<file path="src/sv/edd_pkg.sv">
// ----------------------------------------------------------------------------
// edd_pkg: shared types and constants of the error diffusion ditherer
// Field widths, register indexes, diffusion weights and the share function.
// ----------------------------------------------------------------------------
package edd_pkg;

  localparam int PixelBits   = 8;
  localparam int WidthBits   = 12;
  localparam int HeightBits  = 16;
  localparam int AddrBits    = 3;
  localparam int DataBits    = 32;
  localparam int OutDepth    = 3;

  // Register indexes, taken from paddr[2].
  localparam logic RegWidth  = 1'b0;
  localparam logic RegHeight = 1'b1;

  localparam logic [WidthBits-1:0]  WidthReset  = 12'd512;
  localparam logic [HeightBits-1:0] HeightReset = 16'd512;

  // Diffusion weights in sixteenths.
  localparam logic [2:0] WeightRight     = 3'd7;
  localparam logic [2:0] WeightBelowLeft = 3'd3;
  localparam logic [2:0] WeightBelow     = 3'd5;
  localparam logic [2:0] WeightBelowRight = 3'd1;

  localparam logic [PixelBits:0] WhiteLevel = 9'd255;

  typedef struct packed {
    logic end_of_frame;
    logic end_of_row;
    logic level;
  } out_t;

  // Share of the error: err * weight / 16, truncated toward zero, modulo 256.
  function automatic logic [7:0] edd_share(input logic signed [8:0] err,
                                           input logic [2:0] weight);
    logic signed [11:0] prod;
    logic signed [11:0] biased;
    prod   = 12'(err) * $signed({9'b0, weight});
    biased = prod[11] ? prod + 12'sd15 : prod;
    return biased[11:4];
  endfunction

endpackage

</file>
<file path="src/sv/edd_out_buf.sv">
// ----------------------------------------------------------------------------
// edd_out_buf: three-entry output queue
// Decouples the result stream from the pipeline so input keeps flowing.
// ----------------------------------------------------------------------------
module edd_out_buf import edd_pkg::*; (
  input  logic       clk_i,
  input  logic       rst_ni,
  input  logic       push_i,
  input  out_t       data_i,
  input  logic       pop_i,
  output logic       valid_o,
  output out_t       data_o,
  output logic [1:0] count_o
);

  out_t       buf_q [OutDepth];
  logic [1:0] wr_ptr_q, rd_ptr_q, cnt_q;

  function automatic logic [1:0] next_ptr(input logic [1:0] ptr);
    return (ptr == 2'(OutDepth - 1)) ? 2'd0 : ptr + 2'd1;
  endfunction

  always_ff @(posedge clk_i or negedge rst_ni) begin
    if (!rst_ni) begin
      wr_ptr_q <= '0;
      rd_ptr_q <= '0;
      cnt_q    <= '0;
    end else begin
      if (push_i) begin
        wr_ptr_q <= next_ptr(wr_ptr_q);
      end
      if (pop_i) begin
        rd_ptr_q <= next_ptr(rd_ptr_q);
      end
      cnt_q <= cnt_q + 2'(push_i) - 2'(pop_i);
    end
  end

  always_ff @(posedge clk_i) begin
    if (push_i) begin
      buf_q[wr_ptr_q] <= data_i;
    end
  end

  assign valid_o = (cnt_q != '0);
  assign data_o  = buf_q[rd_ptr_q];
  assign count_o = cnt_q;

endmodule

</file>
<file path="config.mk">
export PLATFORM = sky130hd
export DESIGN_NAME = edd_out_buf
export DESIGN_NICKNAME = d
export VERILOG_FILES = /design/src/sv/edd_pkg.sv /design/src/sv/edd_out_buf.sv
export SDC_FILE = /design/constraint.sdc
export NUM_CORES = 1
export LEC_CHECK = 0
export BUFFER_PORTS_ARGS = -buffer_cell sky130_fd_sc_hd__buf_2
export CAP_MARGIN = 10
export CORE_ASPECT_RATIO = 0.75
export CORE_UTILIZATION = 30
export CTS_BUF_LIST = sky130_fd_sc_hd__clkbuf_8
export CTS_CLUSTER_SIZE = 10
export DETAILED_ROUTE_END_ITERATION = 8
export GPL_ROUTABILITY_DRIVEN = 0
export GPL_TIMING_DRIVEN = 1
export SLEW_MARGIN = 20
export SYNTH_ARGS = -nofsm -noshare
export SYNTH_HDL_FRONTEND = slang
export SYNTH_SLANG_ARGS = --single-unit
export TNS_END_PERCENT = 30
</file>
<file path="constraint.sdc">
create_clock -name clk_i -period 3.7 [get_ports clk_i]
set_clock_uncertainty 0.05 [all_clocks]
set_input_delay 0.74 -clock clk_i [delete_from_list [all_inputs] [get_ports clk_i]]
set_output_delay 0.74 -clock clk_i [all_outputs]
set_load 0.02 [all_outputs]
</file>
Word-level counts from Yosys, hierarchy flattened
Memories as Yosys holds them, arrays and structs flattened.
Index checks and enable logic that the tools add are counted.

storage, ports and cells
  register bits after elaboration = 6
  RAM bits = 9
  word-level logic and storage cells = 15
  memories = 1

memory list
  memory  words  width  read ports  clocked after Yosys merged registers in  wr ports  line               text
  buf_q   3      3      1           0                                        1         edd_out_buf.sv:16  out_t buf_q [OutDepth];

cells by class
  add/subtract/negate cells = 4
  eq/ne operators = 2
  mux-type cells = 4
  reductions and logical operators = 1

operators with widths
  cell                   number
  $add A2 B1 Y2 const B  2
  $eq A2 B2 Y1 const B   2
  $mux W2                2
  $add A2 B1 Y2          1
  $mux W1                2
  $reduce_bool A2 Y1     1
  $sub A2 B1 Y2          1

Longest topological paths before layout
Gate-level depths: netlist of the first run.

  depth after elaboration = 2
  gate-level depth with buffers = 6

Worst setup path before layout of the first run
OpenSTA, ideal clock, no wires.

  kind = register to output
  start point = register rd_ptr_q[0]
  end point = output data_o[0] (netlist name)
  data arrival time = 0.928 ns
  data required time = 2.910 ns
  path slack = 1.982 ns
  cell stages (with the launch flop) = 4
  cell sequence = dfrtp_1 -> buf_4 -> mux2i_1 -> o21ai_1

RTL lines
  item                    line               text
  start, declared         edd_out_buf.sv:17  logic [1:0] wr_ptr_q, rd_ptr_q, cnt_q;
  start signal, assigned  edd_out_buf.sv:33  rd_ptr_q <= next_ptr(rd_ptr_q);
  end, declared           edd_out_buf.sv:12  output out_t data_o,

==> flow_summary.json, run 1 <==
{
  "run_status": "finished clean",
  "fillers": 207,
  "synth.yosys.seq_area_share_pct": 66.1,
  "detailroute.wirelength.met3_microns": 48,
  "cts_made_buffers": 3,
  "peakVddDrop_mv": 0.338,
  "portBuffers": 12,
  "drt-pass1-iter-count": 2,
  "worst_slew_pin_slew_ns": 0.435,
  "cts.root.buffer_cell": "sky130_fd_sc_hd__clkbuf_8",
  "pwr_density_cell_nw_per_um2": 766,
  "clock_sinks": 15,
  "die_width_microns": 55.2,
  "drt-total-wl_microns": 885,
  "floorplan.io_pins": 13,
  "number_of_rows_created_at_floorplan": 14,
  "htree_levels": 1,
  "clk_pin_slew_worst_paths_ns": 0.06,
  "drive_gt1_share_pct": 34.5,
  "hold_class": "in2async",
  "crit_path_start_kind": "register",
  "ctsLongestPathBuffers": 2,
  "antenna_found_initial": 0,
  "die_area_sq_um": 2310,
  "critical_path_arrival_ns": 1.19,
  "synth_warn": 0,
  "routedLengthMet1_microns": 441,
  "timing.final.max_slew_violations": 0,
  "finalSetupViolations": 0,
  "detailed_place.area_sq_um": 707,
  "setup_tns_ns": 0,
  "total_leakage_power_nw": 0.329,
  "grt_remaining_overflow": 0,
  "synth_enable_flop_cells": 9,
  "met2_wl_post_dr_microns": 381,
  "holdBufCountCts": 0,
  "post-synth-top-area-fraction_pct": 42.5,
  "grt_use_total_pct": 9.51,
  "postSynth.topFlopCell": "sky130_fd_sc_hd__edfxtp_1",
  "dpl.hpwl_microns": 691,
  "final_nets": 68,
  "clkLatencyLatePin_ns": 0.24,
  "post-cts-setup-buffer-count": 0,
  "first_pass_grt_wire_length_mm": 1.44,
  "antenna_violating_nets_post_route": 0,
  "place_inst": 78,
  "fin_area_sq_um": 753,
  "synth.largest_area_cell": "sky130_fd_sc_hd__edfxtp_1",
  "vias_in_the_first_global_route": 330,
  "drc": 0,
  "post_route_minimum_period_ns": 1.98,
  "n_antenna_cell": 0,
  "synthMostInstantiatedCell": "sky130_fd_sc_hd__edfxtp_1",
  "floorplan.die.height_microns": 41.9,
  "synth-async-reset-ratio_pct": 40.0,
  "crit_fanout": 6,
  "syn-cell-area_sq_um": 636,
  "tritoncts": "done",
  "vias": 347,
  "final_cells": 82,
  "placeableCoreArea_sq_um": 2000,
  "routed_wire_length_per_instance_microns": 10.8,
  "avgSynthCellArea_sq_um": 14.4,
  "cp_data_required_time_ns": 2.91,
  "synth_commonest_cells": "9 x sky130_fd_sc_hd__edfxtp_1, 6 x sky130_fd_sc_hd__dfrtp_1, 5 x sky130_fd_sc_hd__mux2i_1, 5 x sky130_fd_sc_hd__nand2_1",
  "synth.distinct_cells": 17,
  "route.detailed.vias_per_inst": 4.23,
  "timing.final.crit_share_pct": 53.6,
  "max_freq_mhz": 504,
  "synth.area.top_cells": "sky130_fd_sc_hd__edfxtp_1 43%, sky130_fd_sc_hd__dfrtp_1 24%, sky130_fd_sc_hd__mux2i_1 7.9%",
  "highest_layer": "met4",
  "critPathKind": "reg2out",
  "initial_utilization_pct": 31.8,
  "end_kind": "output pin",
  "mappedNetlistNets": 53,
  "flow.area_growth_from_synthesis_pct": 18.5,
  "unrepaired_setup_endpoints_after_global_routing": "false",
  "dr.first_iter.drc_count": 3,
  "cap_viol_max_count": 0,
  "ctsResizeCount": 0,
  "postSynthRegisterBits": 15,
  "final-hold-violation-count": 0,
  "largest_net_degree_at_the_start_of_global_routing": 10,
  "max_slew_margin_pct": 70.9,
  "syn_inst": 44
}
[cell type report]
type | count | area (sq um) | share of cell area [%]
well taps | 24 | 30.0 | 3.99
repair buffers | 12 | 60.1 | 7.97
multi-input cells | 24 | 185 | 24.6
clock buffers | 3 | 41.3 | 5.48
flip-flops and latches | 15 | 420 | 55.8
inverters | 3 | 11.3 | 1.50
clock inverters | 1 | 5.00 | 0.664
[flip-flops by register name, summed over array words and instances, names as in the netlist]
name / cells
buf_q: 9
count_o: 2
rd_ptr_q: 2
wr_ptr_q: 2
[final timing paths]
kind / startpoint / to / slack, ns / cells past startpoint
max: rd_ptr_q[0] / data_o[0] / 1.72 / 3
max in group asynchronous: rst_ni / count_o[0] / 3.19 / 1
min in group clk_i: wr_ptr_q[1] / wr_ptr_q[1] / 0.51 / 1
max reg2reg: count_o[0] / count_o[1] / 2.41 / 6
min: rst_ni / rd_ptr_q[1] / 0.26 / 1
min reg2reg: wr_ptr_q[1] / wr_ptr_q[1] / 0.51 / 1
[critical path, stage by stage (launching register included)]
cell,delay (ns)
sky130_fd_sc_hd__dfrtp_1,0.50
sky130_fd_sc_hd__mux2i_1,0.22
sky130_fd_sc_hd__o21ai_1,0.07
sky130_fd_sc_hd__buf_2,0.16
[metrics by stage]
stage	util [%]	total power, W	setup slack [ns]	hold WS, ns
2_1_floorplan	-	0.000416	1.98	0.394
3_3_place_gp	35.4	0.000456	1.92	0.485
3_5_place_dp	35.4	0.000459	1.90	0.493
4_1_cts	37.7	0.000586	1.70	0.260
5_1_grt	37.7	0.000621	1.60	0.263
6_report	37.7	0.000577	1.72	0.262
[kinds of logic (layout without fill, tap and decap cells)]
kind of cell | after synthesis | count (layout) | share of synthesized area [%]
fa+ha+maj | 2 | 2 | 3.94
buf+inv | 5 | 19 | 4.72
flops | 15 | 15 | 66.1
compound gates | 4 | 4 | 3.54
mux | 6 | 6 | 10.2
xor+xnor | 2 | 2 | 2.76
simple gates | 10 | 10 | 8.66
[metal layers]
layer	vias up	global-route usage [%]
met5	-	0
met4	0	3.00
met3	2	5.49
met2	9	13.5
met1	157	12.1
li1	179	-
[power by group]
group          internal (W)  switching (W)
clock network     0.0000743      0.0000515
logic             0.0000868      0.0000990
registers          0.000222      0.0000439
total              0.000383       0.000194
[cells in the final DEF (no fill, tap or decap)]
master,Yosys,final
sky130_fd_sc_hd__a21o_1,1,1
sky130_fd_sc_hd__buf_2,0,12
sky130_fd_sc_hd__clkbuf_8,0,3
sky130_fd_sc_hd__clkinv_2,0,1
sky130_fd_sc_hd__dfrtp_1,6,6
sky130_fd_sc_hd__edfxtp_1,9,9
sky130_fd_sc_hd__ha_1,2,2
sky130_fd_sc_hd__inv_1,3,3
sky130_fd_sc_hd__mux2_4,1,1
sky130_fd_sc_hd__mux2i_1,5,5
sky130_fd_sc_hd__nand2_1,5,5
sky130_fd_sc_hd__nor2_1,1,1
sky130_fd_sc_hd__nor2_2,1,1
sky130_fd_sc_hd__nor3b_1,1,1
sky130_fd_sc_hd__nor3b_2,1,1
sky130_fd_sc_hd__o21ai_1,3,3
sky130_fd_sc_hd__or2_2,1,1
sky130_fd_sc_hd__xnor2_1,2,2
(Power assumes the default switching activity.)
==> inputs of run 2 (changes only) <==
clock period = 1.9 ns   (was 3.7 ns; I/O delays follow)
==> run 2 against run 1 <==
- sequential cell count stayed put
- final cell count is 1.2% higher
- routed wire length is 1.8% higher
- highest routed layer unchanged
- die area stayed put
- sequential share of layout area is 0.73 points lower
- setup slack worse by 1.4 ns
- core utilization is 0.50 points higher
==> flow_summary.json, run 2 (synthesis results as in run 1) <==
{
  "p_sw_share_pct": 33.9,
  "clk_pin_slew_worst_paths_ns": 0.06,
  "cap_viol_max_count": 0,
  "clkLatencyLatePin_ns": 0.24,
  "detailed_place.area_sq_um": 707,
  "fillers": 200,
  "place_inst": 78,
  "number_of_rows_created_at_floorplan": 14,
  "max_slew_margin_pct": 71.3,
  "final_nets": 69,
  "grt_use_total_pct": 9.53,
  "final-hold-violation-count": 0,
  "drc": 0,
  "die_width_microns": 55.2,
  "top_register": "buf_q",
  "footprint_of_the_multi_input_gates_sq_um": 185,
  "ctsLongestPathBuffers": 2,
  "largest_reg_flops": 9,
  "totalPowerFinal_w": 0.00113,
  "die_area_sq_um": 2310,
  "gr-max-usage-layer": "met1",
  "layout.cells.most_common_list": "12 x sky130_fd_sc_hd__buf_2, 9 x sky130_fd_sc_hd__edfxtp_1, 6 x sky130_fd_sc_hd__dfrtp_1, 5 x sky130_fd_sc_hd__nand2_1, 5 x sky130_fd_sc_hd__mux2i_1",
  "drt-pass1-iter-count": 3,
  "max_freq_mhz": 612,
  "route.detailed.vias_per_inst": 4.29,
  "hold_ws_ns": 0.289,
  "htree_levels": 1,
  "grt_use_met2_pct": 12.0,
  "fin_area_sq_um": 763,
  "share_seq_of_total_power_pct": 46.1,
  "placeableCoreArea_sq_um": 2000,
  "use_met1_pct": 12.4,
  "grt_remaining_overflow": 0,
  "grt_use_met3_pct": 6.23,
  "cts_made_buffers": 3,
  "routed_wire_length_per_instance_microns": 10.9,
  "unrepaired_setup_endpoints_after_global_routing": "false",
  "crit_fanout": 6,
  "antenna_found_initial": 0,
  "vias_in_the_first_global_route": 314,
  "total_leakage_power_nw": 0.333,
  "drive_gt1_share_pct": 33.9,
  "pwr_density_cell_nw_per_um2": 1480,
  "first_pass_grt_wire_length_mm": 1.40,
  "final_cells": 83,
  "intPower_w": 0.000747,
  "tritoncts": "done",
  "layout.cells.most_common": "sky130_fd_sc_hd__buf_2",
  "finalSetupViolations": 0,
  "power.share.clock_pct": 21.8,
  "floorplan.die.height_microns": 41.9,
  "largest_net_degree_at_the_start_of_global_routing": 10,
  "n_antenna_cell": 0,
  "vias": 356,
  "run_status": "finished clean",
  "post_route_minimum_period_ns": 1.63,
  "setup_tns_ns": 0,
  "antenna_violating_nets_post_route": 0,
  "initial_utilization_pct": 31.8,
  "portBuffers": 12,
  "flow.area_growth_from_synthesis_pct": 20.1,
  "power.share.combinational_pct": 32.1,
  "critPathKind": "reg2out",
  "timing.final.crit_share_pct": 86.0,
  "drt-total-wl_microns": 901,
  "dr.first_iter.drc_count": 10,
  "worst_slew_pin_slew_ns": 0.430,
  "ctsResizeCount": 0,
  "peakVddDrop_mv": 0.599,
  "critical_path_arrival_ns": 1.20,
  "cp_data_required_time_ns": 1.47,
  "total_switching_power_w": 0.000383,
  "hold_class": "in2reg",
  "timing.final.max_slew_violations": 0,
  "floorplan.io_pins": 13,
  "cts.root.buffer_cell": "sky130_fd_sc_hd__clkbuf_8",
  "end_kind": "output pin",
  "crit_path_start_kind": "register",
  "clock_sinks": 15,
  "sequential_cell_area_sq_um": 420
}
run 2: path summary, 6_finish.rpt:
kind | from | endpoint | slack (ns) | depth (start not counted)
worst max-delay path | rd_ptr_q[0] | data_o[1] | 0.27 | 3
worst min-delay path | data_i[0] | buf_q[0][0] | 0.29 | 1
worst max register to register | count_o[0] | count_o[1] | 0.60 | 6
worst min register to register | wr_ptr_q[1] | wr_ptr_q[1] | 0.50 | 1
max in group asynchronous | rst_ni | wr_ptr_q[0] | 1.22 | 2
min in group asynchronous | rst_ni | rd_ptr_q[1] | 0.43 | 2
run 2: timing repair:
action | CTS | global route
buffers inserted | 0 | 0
hold buffers | 1 | 0
hold endpoints to repair | 6 | 0
run 2: final cells by class:
type,instances,share of cell area [%]
multi-input combinational,24,24.3
clock buffer,3,5.41
inverter,3,1.48
timing repair buffer,13,9.18
tap,24,3.93
clock inverter,1,0.656
sequential,15,55.1
run 2: routing by layer:
metal	vias to the layer above	part of all wire [%]
met5	-	0
met4	0	1.3
met1	166	50
li1	180	-
met3	2	6.1
met2	8	43
run 2: critical path: stages, from the launching register on:
cell and delay, ns:
sky130_fd_sc_hd__dfrtp_1 0.51, sky130_fd_sc_hd__mux2i_1 0.22, sky130_fd_sc_hd__o21ai_1 0.07, sky130_fd_sc_hd__buf_2 0.16
run 2: metrics by stage:
| stage | worst slack [ns] | utilization [%] |
|---|---|---|
| final | 0.266 | 38.2 |
| after global routing | 0.147 | 38.2 |
| after CTS | 0.240 | 38.2 |
| after detailed placement | 0.454 | 35.4 |
| after global placement | 0.476 | 35.4 |
| after floorplan | 0.508 | - |
run 2: power groups by stage:
stage / Sequential, W / Clock (W) / Combinational, W
floorplan: 0.000503 / 0 / 0.000307
global placement: 0.000523 / 0 / 0.000364
detailed placement: 0.000528 / 0 / 0.000368
CTS: 0.000522 / 0.000256 / 0.000370
global route: 0.000535 / 0.000276 / 0.000400
finish: 0.000521 / 0.000246 / 0.000363
